==> config.mk <==
export PLATFORM = sky130hd
export DESIGN_NAME = double_ended_queue_with_delete_core
export DESIGN_NICKNAME = d
export VERILOG_FILES = /design/src/hdl/dqd_pkg.sv /design/src/hdl/dqd_ram.sv /design/src/hdl/dqd_wrap_add.sv /design/src/hdl/dqd_fsm.sv /design/src/hdl/double_ended_queue_with_delete_core.sv
export VERILOG_INCLUDE_DIRS = /design/src /design/src/hdl
export SDC_FILE = /design/constraint.sdc
export NUM_CORES = 1
export LEC_CHECK = 0
export ABC_AREA = 1
export BUFFER_PORTS_ARGS = -buffer_cell sky130_fd_sc_hd__buf_2
export CAP_MARGIN = 20
export CORE_ASPECT_RATIO = 1.1
export CORE_MARGIN = 8
export CORE_UTILIZATION = 54
export DETAILED_ROUTE_END_ITERATION = 10
export PLACE_DENSITY = 0.73
export SYNTH_ARGS = -nofsm -noshare
export SYNTH_HDL_FRONTEND = slang
export SYNTH_SLANG_ARGS = --single-unit
==> constraint.sdc <==
create_clock -name clk -period 4.6 [get_ports clk]
set_input_delay 0.23 -clock clk [delete_from_list [all_inputs] [get_ports clk]]
set_output_delay 0.23 -clock clk [all_outputs]
set_load 0.01 [all_outputs]
==> src/hdl/double_ended_queue_with_delete_core_defines.svh <==
// ----------------------------------------------------------------------------
// Deque core assertion macros
// Shared concurrent assertion shorthands, clocked on clk, reset by arst_n.
// ----------------------------------------------------------------------------
`ifndef DOUBLE_ENDED_QUEUE_WITH_DELETE_CORE_DEFINES_SVH
`define DOUBLE_ENDED_QUEUE_WITH_DELETE_CORE_DEFINES_SVH

// Same-cycle implication
`define DQD_ASSERT_NOW(label, ante, cons, msg) \
	label: assert property (@(posedge clk) disable iff (!arst_n) (ante) |-> (cons)) \
		else $error(msg);

// Next-cycle implication
`define DQD_ASSERT_NEXT(label, ante, cons, msg) \
	label: assert property (@(posedge clk) disable iff (!arst_n) (ante) |=> (cons)) \
		else $error(msg);

`endif

==> src/hdl/dqd_pkg.sv <==
// ----------------------------------------------------------------------------
// Deque core package
// Operation and status codes, sequencer states and the control structs.
// ----------------------------------------------------------------------------
package dqd_pkg;

	typedef enum logic [1:0] {
		OP_APPEND = 2'd0,
		OP_INSERT = 2'd1,
		OP_REMOVE = 2'd2,
		OP_DELETE = 2'd3
	} op_t;

	localparam logic [1:0] ST_DONE    = 2'd0;
	localparam logic [1:0] ST_REFUSED = 2'd1;
	localparam logic [1:0] ST_FULL    = 2'd2;

	typedef enum logic [2:0] {
		S_IDLE,
		S_EXEC,
		S_REMOVE,
		S_SCAN_RD,
		S_SCAN_CMP,
		S_SHIFT_RD,
		S_SHIFT_WR
	} state_t;

	// Second operand of the shared wrap adder
	typedef enum logic [1:0] {
		B_ONE,
		B_BACK,
		B_COUNT
	} b_sel_t;

	// Flags from the datapath to the sequencer
	typedef struct packed {
		op_t  op;
		logic is_empty;
		logic is_full;
		logic tag_null;
		logic match;
		logic last;
	} stat_t;

	// Controls from the sequencer to the datapath
	typedef struct packed {
		logic       latch;
		logic       a_ptr;
		b_sel_t     b_sel;
		logic       addr_sum;
		logic       ram_re;
		logic       ram_we;
		logic       wdata_rd;
		logic       head_ld;
		logic       ptr_init;
		logic       ptr_step;
		logic       cnt_inc;
		logic       cnt_dec;
		logic       res_ld;
		logic [1:0] res_status;
		logic       res_item_rd;
	} ctrl_t;

endpackage

==> src/hdl/dqd_ram.sv <==
// ----------------------------------------------------------------------------
// Generic RAM
// One write port and one read port with registered read data.
// ----------------------------------------------------------------------------
module dqd_ram #(
	parameter int WIDTH = 32,
	parameter int DEPTH = 16,
	localparam int AW = $clog2(DEPTH)
) (
	input  logic             clk,
	input  logic             we,
	input  logic [AW-1:0]    waddr,
	input  logic [WIDTH-1:0] wdata,
	input  logic             re,
	input  logic [AW-1:0]    raddr,
	output logic [WIDTH-1:0] rdata
);

	logic [WIDTH-1:0] mem [DEPTH];
	logic [WIDTH-1:0] rdata_q;

	// Write and registered read
	always_ff @(posedge clk) begin
		if (we) begin
			mem[waddr] <= wdata;
		end
		if (re) begin
			rdata_q <= mem[raddr];
		end
	end

	assign rdata = rdata_q;

endmodule

==> src/hdl/dqd_wrap_add.sv <==
// ----------------------------------------------------------------------------
// Wrap adder
// Shared pointer unit: adds an offset to a buffer index modulo the depth.
// ----------------------------------------------------------------------------
module dqd_wrap_add #(
	parameter int DEPTH = 16,
	localparam int PW = $clog2(DEPTH),
	localparam int CW = $clog2(DEPTH + 1)
) (
	input  logic [PW-1:0] a,
	input  logic [CW-1:0] b,
	output logic [PW-1:0] sum
);

	localparam logic [CW:0] DEPTH_W = (CW + 1)'(DEPTH);

	logic [CW:0] raw;
	logic [CW:0] wrapped;

	// Add, then fold back once: both operands stay within the depth
	always_comb begin
		raw     = (CW + 1)'(a) + (CW + 1)'(b);
		wrapped = raw - DEPTH_W;
		sum     = (raw >= DEPTH_W) ? wrapped[PW-1:0] : raw[PW-1:0];
	end

endmodule

==> src/hdl/dqd_fsm.sv <==
// ----------------------------------------------------------------------------
// Deque sequencer
// Steps one operation through buffer reads, compares and moves.
// ----------------------------------------------------------------------------
module dqd_fsm import dqd_pkg::*; (
	input  logic  clk,
	input  logic  arst_n,
	input  logic  start,
	input  stat_t stat,
	output logic  busy,
	output ctrl_t ctrl
);

	state_t state_q;
	state_t state_d;

	// State register
	always_ff @(posedge clk or negedge arst_n) begin
		if (!arst_n) begin
			state_q <= S_IDLE;
		end else begin
			state_q <= state_d;
		end
	end

	// Next state
	always_comb begin
		state_d = state_q;
		case (state_q)
			S_IDLE: begin
				if (start) begin
					state_d = S_EXEC;
				end
			end
			S_EXEC: begin
				state_d = S_IDLE;
				if (stat.op == OP_REMOVE && !stat.is_empty) begin
					state_d = S_REMOVE;
				end else if (stat.op == OP_DELETE && !stat.is_empty) begin
					state_d = S_SCAN_RD;
				end
			end
			S_REMOVE: begin
				state_d = S_IDLE;
			end
			S_SCAN_RD: begin
				state_d = S_SCAN_CMP;
			end
			S_SCAN_CMP: begin
				if (stat.match) begin
					state_d = S_SHIFT_RD;
				end else if (stat.last) begin
					state_d = S_IDLE;
				end else begin
					state_d = S_SCAN_RD;
				end
			end
			S_SHIFT_RD: begin
				state_d = stat.last ? S_IDLE : S_SHIFT_WR;
			end
			S_SHIFT_WR: begin
				state_d = S_SHIFT_RD;
			end
			default: begin
				state_d = S_IDLE;
			end
		endcase
	end

	// Outputs
	always_comb begin
		ctrl       = '0;
		ctrl.b_sel = B_ONE;
		busy       = (state_q != S_IDLE);
		case (state_q)
			S_IDLE: begin
				ctrl.latch = start;
			end
			S_EXEC: begin
				case (stat.op)
					OP_APPEND: begin
						ctrl.res_ld = 1'b1;
						if (stat.tag_null) begin
							ctrl.res_status = ST_REFUSED;
						end else if (stat.is_full) begin
							ctrl.res_status = ST_FULL;
						end else begin
							ctrl.b_sel      = B_COUNT;
							ctrl.addr_sum   = 1'b1;
							ctrl.ram_we     = 1'b1;
							ctrl.cnt_inc    = 1'b1;
							ctrl.res_status = ST_DONE;
						end
					end
					OP_INSERT: begin
						ctrl.res_ld = 1'b1;
						if (stat.is_full) begin
							ctrl.res_status = ST_FULL;
						end else begin
							ctrl.b_sel      = B_BACK;
							ctrl.addr_sum   = 1'b1;
							ctrl.ram_we     = 1'b1;
							ctrl.head_ld    = 1'b1;
							ctrl.cnt_inc    = 1'b1;
							ctrl.res_status = ST_DONE;
						end
					end
					OP_REMOVE: begin
						if (stat.is_empty) begin
							ctrl.res_ld     = 1'b1;
							ctrl.res_status = ST_REFUSED;
						end else begin
							ctrl.ram_re = 1'b1;
						end
					end
					OP_DELETE: begin
						if (stat.is_empty) begin
							ctrl.res_ld     = 1'b1;
							ctrl.res_status = ST_REFUSED;
						end else begin
							ctrl.ptr_init = 1'b1;
						end
					end
					default: begin
						ctrl.res_ld     = 1'b1;
						ctrl.res_status = ST_REFUSED;
					end
				endcase
			end
			S_REMOVE: begin
				ctrl.head_ld     = 1'b1;
				ctrl.cnt_dec     = 1'b1;
				ctrl.res_ld      = 1'b1;
				ctrl.res_status  = ST_DONE;
				ctrl.res_item_rd = 1'b1;
			end
			S_SCAN_RD: begin
				ctrl.a_ptr  = 1'b1;
				ctrl.ram_re = 1'b1;
			end
			S_SCAN_CMP: begin
				ctrl.a_ptr = 1'b1;
				if (!stat.match) begin
					if (stat.last) begin
						ctrl.res_ld     = 1'b1;
						ctrl.res_status = ST_REFUSED;
					end else begin
						ctrl.ptr_step = 1'b1;
					end
				end
			end
			S_SHIFT_RD: begin
				ctrl.a_ptr = 1'b1;
				if (stat.last) begin
					ctrl.cnt_dec    = 1'b1;
					ctrl.res_ld     = 1'b1;
					ctrl.res_status = ST_DONE;
				end else begin
					ctrl.addr_sum = 1'b1;
					ctrl.ram_re   = 1'b1;
				end
			end
			S_SHIFT_WR: begin
				ctrl.a_ptr    = 1'b1;
				ctrl.ram_we   = 1'b1;
				ctrl.wdata_rd = 1'b1;
				ctrl.ptr_step = 1'b1;
			end
			default: begin
				ctrl.latch = 1'b0;
			end
		endcase
	end

endmodule

==> src/hdl/double_ended_queue_with_delete_core.sv <==
// ----------------------------------------------------------------------------
// Double-ended queue with delete-by-value
// Bounded deque of 32-bit tags held in a circular buffer RAM.
// ----------------------------------------------------------------------------
// Usage: drive op and item_value with start high; the transaction is taken at
// the clock edge where start is high and busy is low. busy stays high until
// the operation ends. Exactly one result transaction follows each operation:
// done is high for one cycle with status, item_out and length, and the
// receiver must take it then; it cannot stall the block.
// Append back and insert front finish in the execute state; remove front reads
// the front entry there and finishes in the remove state. Delete first match
// walks the buffer with one shared wrap adder and one RAM port: each entry up
// to and including the match is read and then compared, and each later entry
// is read and then written one place toward the front. A new operation may
// start in the cycle that done is shown; no new operation is taken while one
// is still in progress.
// Reset empties the queue at once; the buffer contents are left as they are
// and are never read before being written.
// ----------------------------------------------------------------------------
`include "double_ended_queue_with_delete_core_defines.svh"

module double_ended_queue_with_delete_core import dqd_pkg::*; #(
	parameter int DEPTH = 16
) (
	input  logic        clk,
	input  logic        arst_n,
	input  logic        start,
	output logic        busy,
	input  logic [1:0]  op,
	input  logic [31:0] item_value,
	output logic        done,
	output logic [1:0]  status,
	output logic [31:0] item_out,
	output logic [4:0]  length
);

	localparam int PW = $clog2(DEPTH);
	localparam int CW = $clog2(DEPTH + 1);
	localparam logic [CW-1:0] DEPTH_C = CW'(DEPTH);
	localparam logic [CW-1:0] BACK_C  = CW'(DEPTH - 1);

	stat_t stat;
	ctrl_t ctrl;

	op_t         op_q;
	logic [31:0] tag_q;
	logic [PW-1:0] head_q;
	logic [PW-1:0] ptr_q;
	logic [PW-1:0] k_q;
	logic [CW-1:0] count_q;
	logic [CW-1:0] count_d;
	logic [CW+4:0] count_ext;

	logic [PW-1:0] add_a;
	logic [CW-1:0] add_b;
	logic [PW-1:0] add_sum;
	logic [PW-1:0] ram_addr;
	logic [31:0]   ram_wdata;
	logic [31:0]   ram_rdata;

	logic        done_q;
	logic [1:0]  status_q;
	logic [31:0] item_q;
	logic [4:0]  length_q;

	dqd_fsm u_fsm (
		.clk    (clk),
		.arst_n (arst_n),
		.start  (start),
		.stat   (stat),
		.busy   (busy),
		.ctrl   (ctrl)
	);

	// Select the operands of the shared wrap adder
	always_comb begin
		add_a = ctrl.a_ptr ? ptr_q : head_q;
		case (ctrl.b_sel)
			B_ONE:   add_b = CW'(1);
			B_BACK:  add_b = BACK_C;
			B_COUNT: add_b = count_q;
			default: add_b = CW'(1);
		endcase
	end

	dqd_wrap_add #(.DEPTH(DEPTH)) u_add (
		.a   (add_a),
		.b   (add_b),
		.sum (add_sum)
	);

	assign ram_addr  = ctrl.addr_sum ? add_sum : add_a;
	assign ram_wdata = ctrl.wdata_rd ? ram_rdata : tag_q;

	dqd_ram #(.WIDTH(32), .DEPTH(DEPTH)) u_ram (
		.clk   (clk),
		.we    (ctrl.ram_we),
		.waddr (ram_addr),
		.wdata (ram_wdata),
		.re    (ctrl.ram_re),
		.raddr (ram_addr),
		.rdata (ram_rdata)
	);

	// Flags for the sequencer
	always_comb begin
		stat.op       = op_q;
		stat.is_empty = (count_q == '0);
		stat.is_full  = (count_q == DEPTH_C);
		stat.tag_null = (tag_q == '0);
		stat.match    = (ram_rdata == tag_q);
		stat.last     = ((CW'(k_q) + CW'(1)) == count_q);
	end

	// Next entry count
	always_comb begin
		count_d = count_q;
		if (ctrl.cnt_inc) begin
			count_d = count_q + CW'(1);
		end else if (ctrl.cnt_dec) begin
			count_d = count_q - CW'(1);
		end
		count_ext = {5'd0, count_d};
	end

	// Hold the accepted operation
	always_ff @(posedge clk) begin
		if (ctrl.latch) begin
			op_q  <= op_t'(op);
			tag_q <= item_value;
		end
	end

	// Advance head, walk pointer and count
	always_ff @(posedge clk or negedge arst_n) begin
		if (!arst_n) begin
			head_q  <= '0;
			ptr_q   <= '0;
			k_q     <= '0;
			count_q <= '0;
		end else begin
			count_q <= count_d;
			if (ctrl.head_ld) begin
				head_q <= add_sum;
			end
			if (ctrl.ptr_init) begin
				ptr_q <= head_q;
				k_q   <= '0;
			end else if (ctrl.ptr_step) begin
				ptr_q <= add_sum;
				k_q   <= k_q + PW'(1);
			end
		end
	end

	// Result strobe
	always_ff @(posedge clk or negedge arst_n) begin
		if (!arst_n) begin
			done_q <= 1'b0;
		end else begin
			done_q <= ctrl.res_ld;
		end
	end

	// Result payload
	always_ff @(posedge clk) begin
		if (ctrl.res_ld) begin
			status_q <= ctrl.res_status;
			item_q   <= ctrl.res_item_rd ? ram_rdata : '0;
			length_q <= count_ext[4:0];
		end
	end

	assign done     = done_q;
	assign status   = status_q;
	assign item_out = item_q;
	assign length   = length_q;

	`DQD_ASSERT_NOW(a_count_bound, 1'b1, count_q <= DEPTH_C, "entry count above depth")
	`DQD_ASSERT_NOW(a_done_idle, done_q, !busy, "result shown while still busy")
	`DQD_ASSERT_NEXT(a_accept_busy, start && !busy, busy, "accepted operation not started")
	`DQD_ASSERT_NOW(a_full_hold, done_q && status_q == ST_FULL, $stable(count_q), "full moved count")
	`DQD_ASSERT_NOW(a_item_done, done_q && item_q != '0, status_q == ST_DONE, "item on refusal")

endmodule

Yosys cells after proc, flatten, opt, wreduce, memory -nomap -nowiden:

Memory sizes are Yosys's and may differ from the RTL's. A register that Yosys moved wholly into a read port is not among the register bits.
Cells that the tools add are included.
Widths: inputs -> output; s select.

* add/sub/neg operators: 6
* muxes and demuxes: 55
* order comparisons: 1
* equality and inequality tests: 15
* reduce and logical (&&, ||, !) cells: 11

Operators by type and width (number)
* $eq 32x32->1: 1
* $logic_not 32->1: 1
* $mux 32: 1
* $mux 4: 8
* $mux 3: 9
* $pmux 3 s6: 1
* $mux 1: 16
* $mux 2: 7
* $pmux 1 s2: 6
* $pmux 3 s4: 1
* $mux 5: 2
* $pmux 5 s2: 1
* $eq 3x3->1 const B: 3
* $pmux 3 s3: 1
* $add 4x5->6: 1
* $eq 2x2->1 const B: 3
* $eq 3x2->1 const B: 2
* $ge 6x5->1 const B: 1
* $pmux 3 s2: 1
* $add 4x1->5 const B: 1
* $add 5x1->5 const B: 1
* $eq 5x5->1: 1
* $eq 5x5->1 const B: 1
* $logic_not 5->1: 1
* 15 further kinds: 17

* bits in registers: 94
* bits in writable memories: 512
* input bits: 37
* logic and storage cells: 100
* memories kept: 1
* output and inout bits: 41

Memory list
* u_ram.mem: depth 16, bits a word 32, rd ports 1, clocked after Yosys merged registers in 1, write ports 1, RTL line dqd_ram.sv:19 `logic [WIDTH-1:0] mem [DEPTH];`

Longest topological paths before layout:

* depth after elaboration: 12
* gate-level depth with buffers: 25
* gate-level depth less buffers: 24

Hierarchy:

From an unflattened synthesis, not the netlist that was laid out.

* cells, all modules: 2762
* area total of the unflattened synthesis: 28160.8 um^2

By module, submodules not included
* dqd_ram: times used 1, cells each 2120, seq. area each 16335.7 um^2, area each 23050.9 um^2
* double_ended_queue_with_delete_core: times used 1, cells each 551, seq. area each 2642.5 um^2, area each 4596.9 um^2
* dqd_fsm: times used 1, cells each 72, seq. area each 75.1 um^2, area each 390.4 um^2
* dqd_wrap_add: times used 1, cells each 19, seq. area each 0.0 um^2, area each 122.6 um^2

Worst setup path before layout:

OpenSTA, ideal clock, no wires.

* kind: reg-to-reg
* from: register count_q[0]
* to: memory u_ram.mem[0][0] (enable)
* setup time: 0.421 ns
* slack: -0.454 ns
* buffers on the path: 1
* arrival time: 4.633 ns
* data required time: 4.179 ns
* cell stages (with the launch flop): 20
* clock period less this slack: 5.054 ns
* cell sequence: dfrtp_1 -> inv_1 -> ha_1 -> nand3_1 -> nand3_1 -> nor2_4 -> inv_1 -> ha_1 -> a211o_1 -> ha_1 -> fa_1 -> xor2_1 -> inv_1 -> nand2_1 -> o21ai_2 -> inv_2 -> nor2_4 -> buf_6 -> inv_1 -> nor2_1

* longest elaborated chain between the ends: 11
* elaborated cells on any way between the ends: 23
* classes of those cells: add/sub (2); order compare (1); eq/ne (4); mux (16)

Ends and longest elaborated chain
* start: declaration: RTL line double_ended_queue_with_delete_core.sv:50 `logic [CW-1:0] count_q;`
* start signal: assignment: RTL line double_ended_queue_with_delete_core.sv:142 `count_q <= count_d;`
* $eq 5x5->1: RTL line double_ended_queue_with_delete_core.sv:109 `stat.is_full = (count_q == DEPTH_C);`
* $mux 3: RTL line dqd_fsm.sv:85 `end else if (stat.is_full) begin`
* $mux 3: RTL line dqd_fsm.sv:83 `if (stat.tag_null) begin`
* $pmux 3 s2: RTL line dqd_fsm.sv:80 `case (stat.op)`
* $mux 2: RTL line dqd_fsm.sv:75 `case (state_q)`
* $eq 2x2->1 / $eq 2x1->1 (equally long branches): RTL line double_ended_queue_with_delete_core.sv:78 `case (ctrl.b_sel)`
* $pmux 5 s2: RTL line double_ended_queue_with_delete_core.sv:78
* $add 4x5->6: RTL line dqd_wrap_add.sv:22 `raw = (CW + 1)'(a) + (CW + 1)'(b);`
* $ge 6x5->1 / $sub 4x1->4 (equally long branches): RTL line dqd_wrap_add.sv:24, dqd_wrap_add.sv:23
* $mux 4: RTL line dqd_wrap_add.sv:24 `sum = (raw >= DEPTH_W) ? wrapped[PW-1:0] : raw[PW-1:0];`
* $mux 4: RTL line double_ended_queue_with_delete_core.sv:92 `assign ram_addr = ctrl.addr_sum ? add_sum : add_a;`
* end: declaration: RTL line dqd_ram.sv:19

Parallel ways exist; a longest one is shown, timed or not.

Final worst setup path:

* from: register tag_q[18]
* to: memory u_ram.mem[6][28] (enable)

* longest elaborated chain between the ends: 10
* elaborated cells on any way between the ends: 18
* classes of those cells: add/sub (2); order compare (1); eq/ne (2); mux (12); reduce/logical (1)

Ends and longest elaborated chain
* start: declaration: RTL line double_ended_queue_with_delete_core.sv:46 `logic [31:0] tag_q;`
* start signal: assignment: RTL line double_ended_queue_with_delete_core.sv:130 `tag_q <= item_value;`
* $logic_not 32->1 *: RTL line double_ended_queue_with_delete_core.sv:110 `stat.tag_null = (tag_q == '0);`
* $mux 3: RTL line dqd_fsm.sv:83
* $pmux 3 s2: RTL line dqd_fsm.sv:80
* $mux 2: RTL line dqd_fsm.sv:75
* $eq 2x2->1 / $eq 2x1->1 (equally long branches): RTL line double_ended_queue_with_delete_core.sv:78
* $pmux 5 s2: RTL line double_ended_queue_with_delete_core.sv:78
* $add 4x5->6: RTL line dqd_wrap_add.sv:22
* $ge 6x5->1 / $sub 4x1->4 (equally long branches): RTL line dqd_wrap_add.sv:24, dqd_wrap_add.sv:23
* $mux 4: RTL line dqd_wrap_add.sv:24
* $mux 4: RTL line double_ended_queue_with_delete_core.sv:92

Every way passes the cells marked *; elsewhere a longest branch is shown, timed or not.

==> impl_metrics.json <==
{
  "ys.flop_type": "edfxtp_1",
  "pwr-share-seq": 0.313,
  "via_count": 20200,
  "rows": 87,
  "cts-buffers-inserted": 66,
  "maxUsedRoutingLayer": "met4",
  "post_cts_buffers": 0,
  "synthDistinctLibCells": 40,
  "slew_headroom": 0.242,
  "yosys_warnings": 0,
  "power_mw": 26.6,
  "holdWs_ns": 0.129,
  "fill_cells": 3814,
  "period_share": 0.953,
  "synth-edff-count": 617,
  "rsz0062_at_grt": "no",
  "gp_congestion": 0.847,
  "synth_area_leaders": "edfxtp_1 66%, nand2_1 15%, nand3_1 6.9%",
  "dp_cells": 3389,
  "drc_errors": 0,
  "critical_path_class": "reg -> reg",
  "synthToLayoutAreaGrowth_pct": 15.9,
  "avgSynthCellArea_um2": 10.4,
  "cp_top_family": "simple AND/OR/NAND/NOR gates",
  "dieArea_um2": 59300,
  "clock_skew_ns": 0.0250,
  "pwr-share-comb": 0.494,
  "r2r_start": "tag_q[18]$_DFFE_PP_",
  "drive_gt1_frac": 0.117,
  "p_sw_frac": 0.445,
  "wl_met1_um": 28900,
  "synth-async-reset-ratio": 0.0329,
  "vias_per_cell": 5.69,
  "tightest_slew_ns": 1.14,
  "grt_pass1_wl_um": 114000,
  "synthesis.area_um2": 28000,
  "antenna_found_initial": 0,
  "dpl.hpwl_um": 42300,
  "r2r_slack_ns": 0.21,
  "slowest_delay_ns": 0.42,
  "p_switching_mw": 11.8,
  "fmax_mhz": 228,
  "critPathSlowestCell": "edfxtp_1",
  "clkLatencyLatePin_ns": 0.61,
  "startpoint": "tag_q[18]$_DFFE_PP_",
  "cap_violations": 0,
  "io_buffers": 77,
  "cts_root_buf": "clkbuf_16",
  "multi_input_area_um2": 7810,
  "wl_met3_um": 7030,
  "critPathRequiredTime_ns": 4.89,
  "layoutNonFillerInstCount": 3543,
  "cts_tree": "built",
  "antenna_cells": 0,
  "end_kind": "flop",
  "coreArea_um2": 51300,
  "peakVddDrop_v": 0.00102,
  "grt_max_degree": 225,
  "drtAntennaViolNets": 0,
  "synth_nets": 2727,
  "num-nets-final": 2875,
  "first_pass_iters": 6,
  "drt-total-wl_um": 74500,
  "synth_top_area_frac": 0.662,
  "p_leak_nw": 13.4,
  "fp.dieH_um": 255,
  "cts_sinks": 638,
  "synthCells": 2680,
  "cp.arrival_ns": 4.68,
  "initial_core_util": 0.546,
  "regArea_um2": 19100,
  "hp-class": "in -> async",
  "crit_fanout": 11,
  "clkPwrFrac": 0.193,
  "grt_pass1_vias": 20000,
  "cp-start-kind": "flop",
  "ios": 78,
  "cts.path.max_buffers": 3,
  "power_density_nw_per_um2": 819,
  "overflow": 0,
  "yosys.area.top_type": "edfxtp_1",
  "track_usage": 0.250,
  "drt_iter0_drc": 2290,
  "setup_violations": 0,
  "path_buf_inv": 5,
  "routedWlPerCell_um": 21.0,
  "status": "complete, no violations",
  "fin_crit_ns": 4.39,
  "path_cells": "nor2_1 -> nand2_1 -> nor2_2 -> nand2_1 -> nor2_2 -> nor2_4 -> inv_1 -> ha_1 -> a21oi_1 -> ha_1 -> a21oi_1 -> nand2_1 -> xnor2_1 -> xor2_1 -> inv_1 -> nand2_1 -> o21ai_4 -> inv_1 -> nor2_4 -> inv_1 -> nor2_4 -> buf_12",
  "synth_seq_cells": 638,
  "ys_seq_area_frac": 0.681,
  "die_w_um": 233,
  "route.met2.wl_um": 36700,
  "cts.htree.levels": 3,
  "setup_tns_ns": 0,
  "slew_violations": 0,
  "p_int_mw": 14.7,
  "clk_pin_slew_worst_paths_ns": 0.06,
  "hold_violations": 0
}
-- logic make-up after synthesis --
logic type / Yosys count / synth area share
mux: 1 / 0.000403
compound gates: 71 / 0.0146
xor+xnor: 27 / 0.00845
fa+ha+maj: 10 / 0.00474
flops: 638 / 0.681
simple gates: 1645 / 0.244
buf+inv: 288 / 0.0467
-- path summary, 6_finish.rpt --
kind	endpoint	cells past startpoint
min	ptr_q[1]$_DFFE_PN0P_	2
max in group asynchronous	u_fsm.state_q[0]$_DFFE_PN0P_	2
max	u_ram.mem[6][28]$_DFFE_PP_	22
min in group clk	tag_q[20]$_DFFE_PP_	2
max reg2reg	u_ram.mem[6][28]$_DFFE_PP_	22
min reg2reg	ptr_q[3]$_DFFE_PN0P_	2
-- placed cells by master (no fill, tap or decap), types with 8 or more instances in the layout --
cell type / n
clkinv_2: 9
a21oi_1: 8
dlygate4sd3_1: 36
buf_12: 42
o21ai_0: 39
dfrtp_1: 21
clkbuf_16: 71
edfxtp_1: 617
xnor2_1: 11
buf_2: 77
clkbuf_1: 17
nand3_1: 384
xor2_1: 16
buf_4: 64
or2_2: 9
nor2_1: 74
clkinv_1: 13
nand2_1: 1126
inv_1: 139
nor2_4: 23
o21ai_1: 9
ha_1: 9
-- area by class of cell --
class                      instances  share of cell area
clock buffer                      90              0.0576
clock inverter                    26             0.00529
inverter                         144              0.0168
multi-input combinational       1754               0.241
sequential                       638               0.588
tap                              667              0.0258
timing repair buffer             224              0.0655
-- metal layers --
layer | vias to the layer above | track usage
met4 | 0 | 0.0853
met1 | 9686 | 0.324
met5 | - | 0
met2 | 1087 | 0.425
li1 | 9264 | -
met3 | 130 | 0.0444
-- state kept, by name, summed over array words and instances, names as in the netlist, 2 cells and up --
| signal | flops |
|---|---|
| count_q | 5 |
| head_q | 4 |
| item_out | 32 |
| k_q | 4 |
| length | 5 |
| op_q | 2 |
| ptr_q | 4 |
| status | 2 |
| tag_q | 32 |
| u_fsm.state_q | 3 |
| u_ram.mem | 512 |
| u_ram.rdata | 32 |
-- through the flow --
step	cell area, um2	utilization	setup WS, ns
final	32400	0.632	0.214
after global routing	32400	0.632	0.0160
after CTS	32400	0.632	0.0774
after detailed placement	30000	0.585	0.106
after global placement	29900	0.584	0.128
after floorplan	28000	-	-0.454
-- power groups by stage --
stage               registers (mW)  clock network, mW  logic, mW
global route                  8.39               5.39       14.5
finish                        8.32               5.13       13.1
CTS                           8.31               5.16       13.0
global placement              8.39                  0       12.6
detailed placement            8.42                  0       12.9
floorplan                     8.43                  0       8.79
-- cell usage after synthesis (3+ instances only) --
master    count
buf_4        25
nor2_1       93
xnor2_1      11
clkbuf_1     34
nor4_1        4
o21ai_2       3
nand3_1     388
nor3_1        3
or2_2         9
edfxtp_1    617
buf_2        81
o21ai_0      47
inv_1       139
buf_6         4
o211ai_1      3
xor2_1       16
dfrtp_1      21
a21oi_1       8
nor2_2        3
nand2_1    1127
ha_1          9
nor2_4        5
nand4_1       4
inv_2         5
-- worst register-to-register path, delay by kind of cell (launching register included) --
family                     cells  cell delay, ns
AOI/OAI and AO/OA              3            0.50
xor gates and xnor gates       2            0.30
adders and majority gates      2            0.55
buffers and inverters          5            0.69
DFF                            1            0.42
and+or+nand+nor               10            1.62
-- what timing repair did --
| item | 4_1_cts | 5_1_grt |
|---|---|---|
| resized for setup | 0 | 2 |
| hold buffers | 36 | 0 |
| endpoints found under the setup margin | 0 | 403 |
| endpoints found under the hold margin | 56 | 0 |
(Power assumes the default switching activity.)
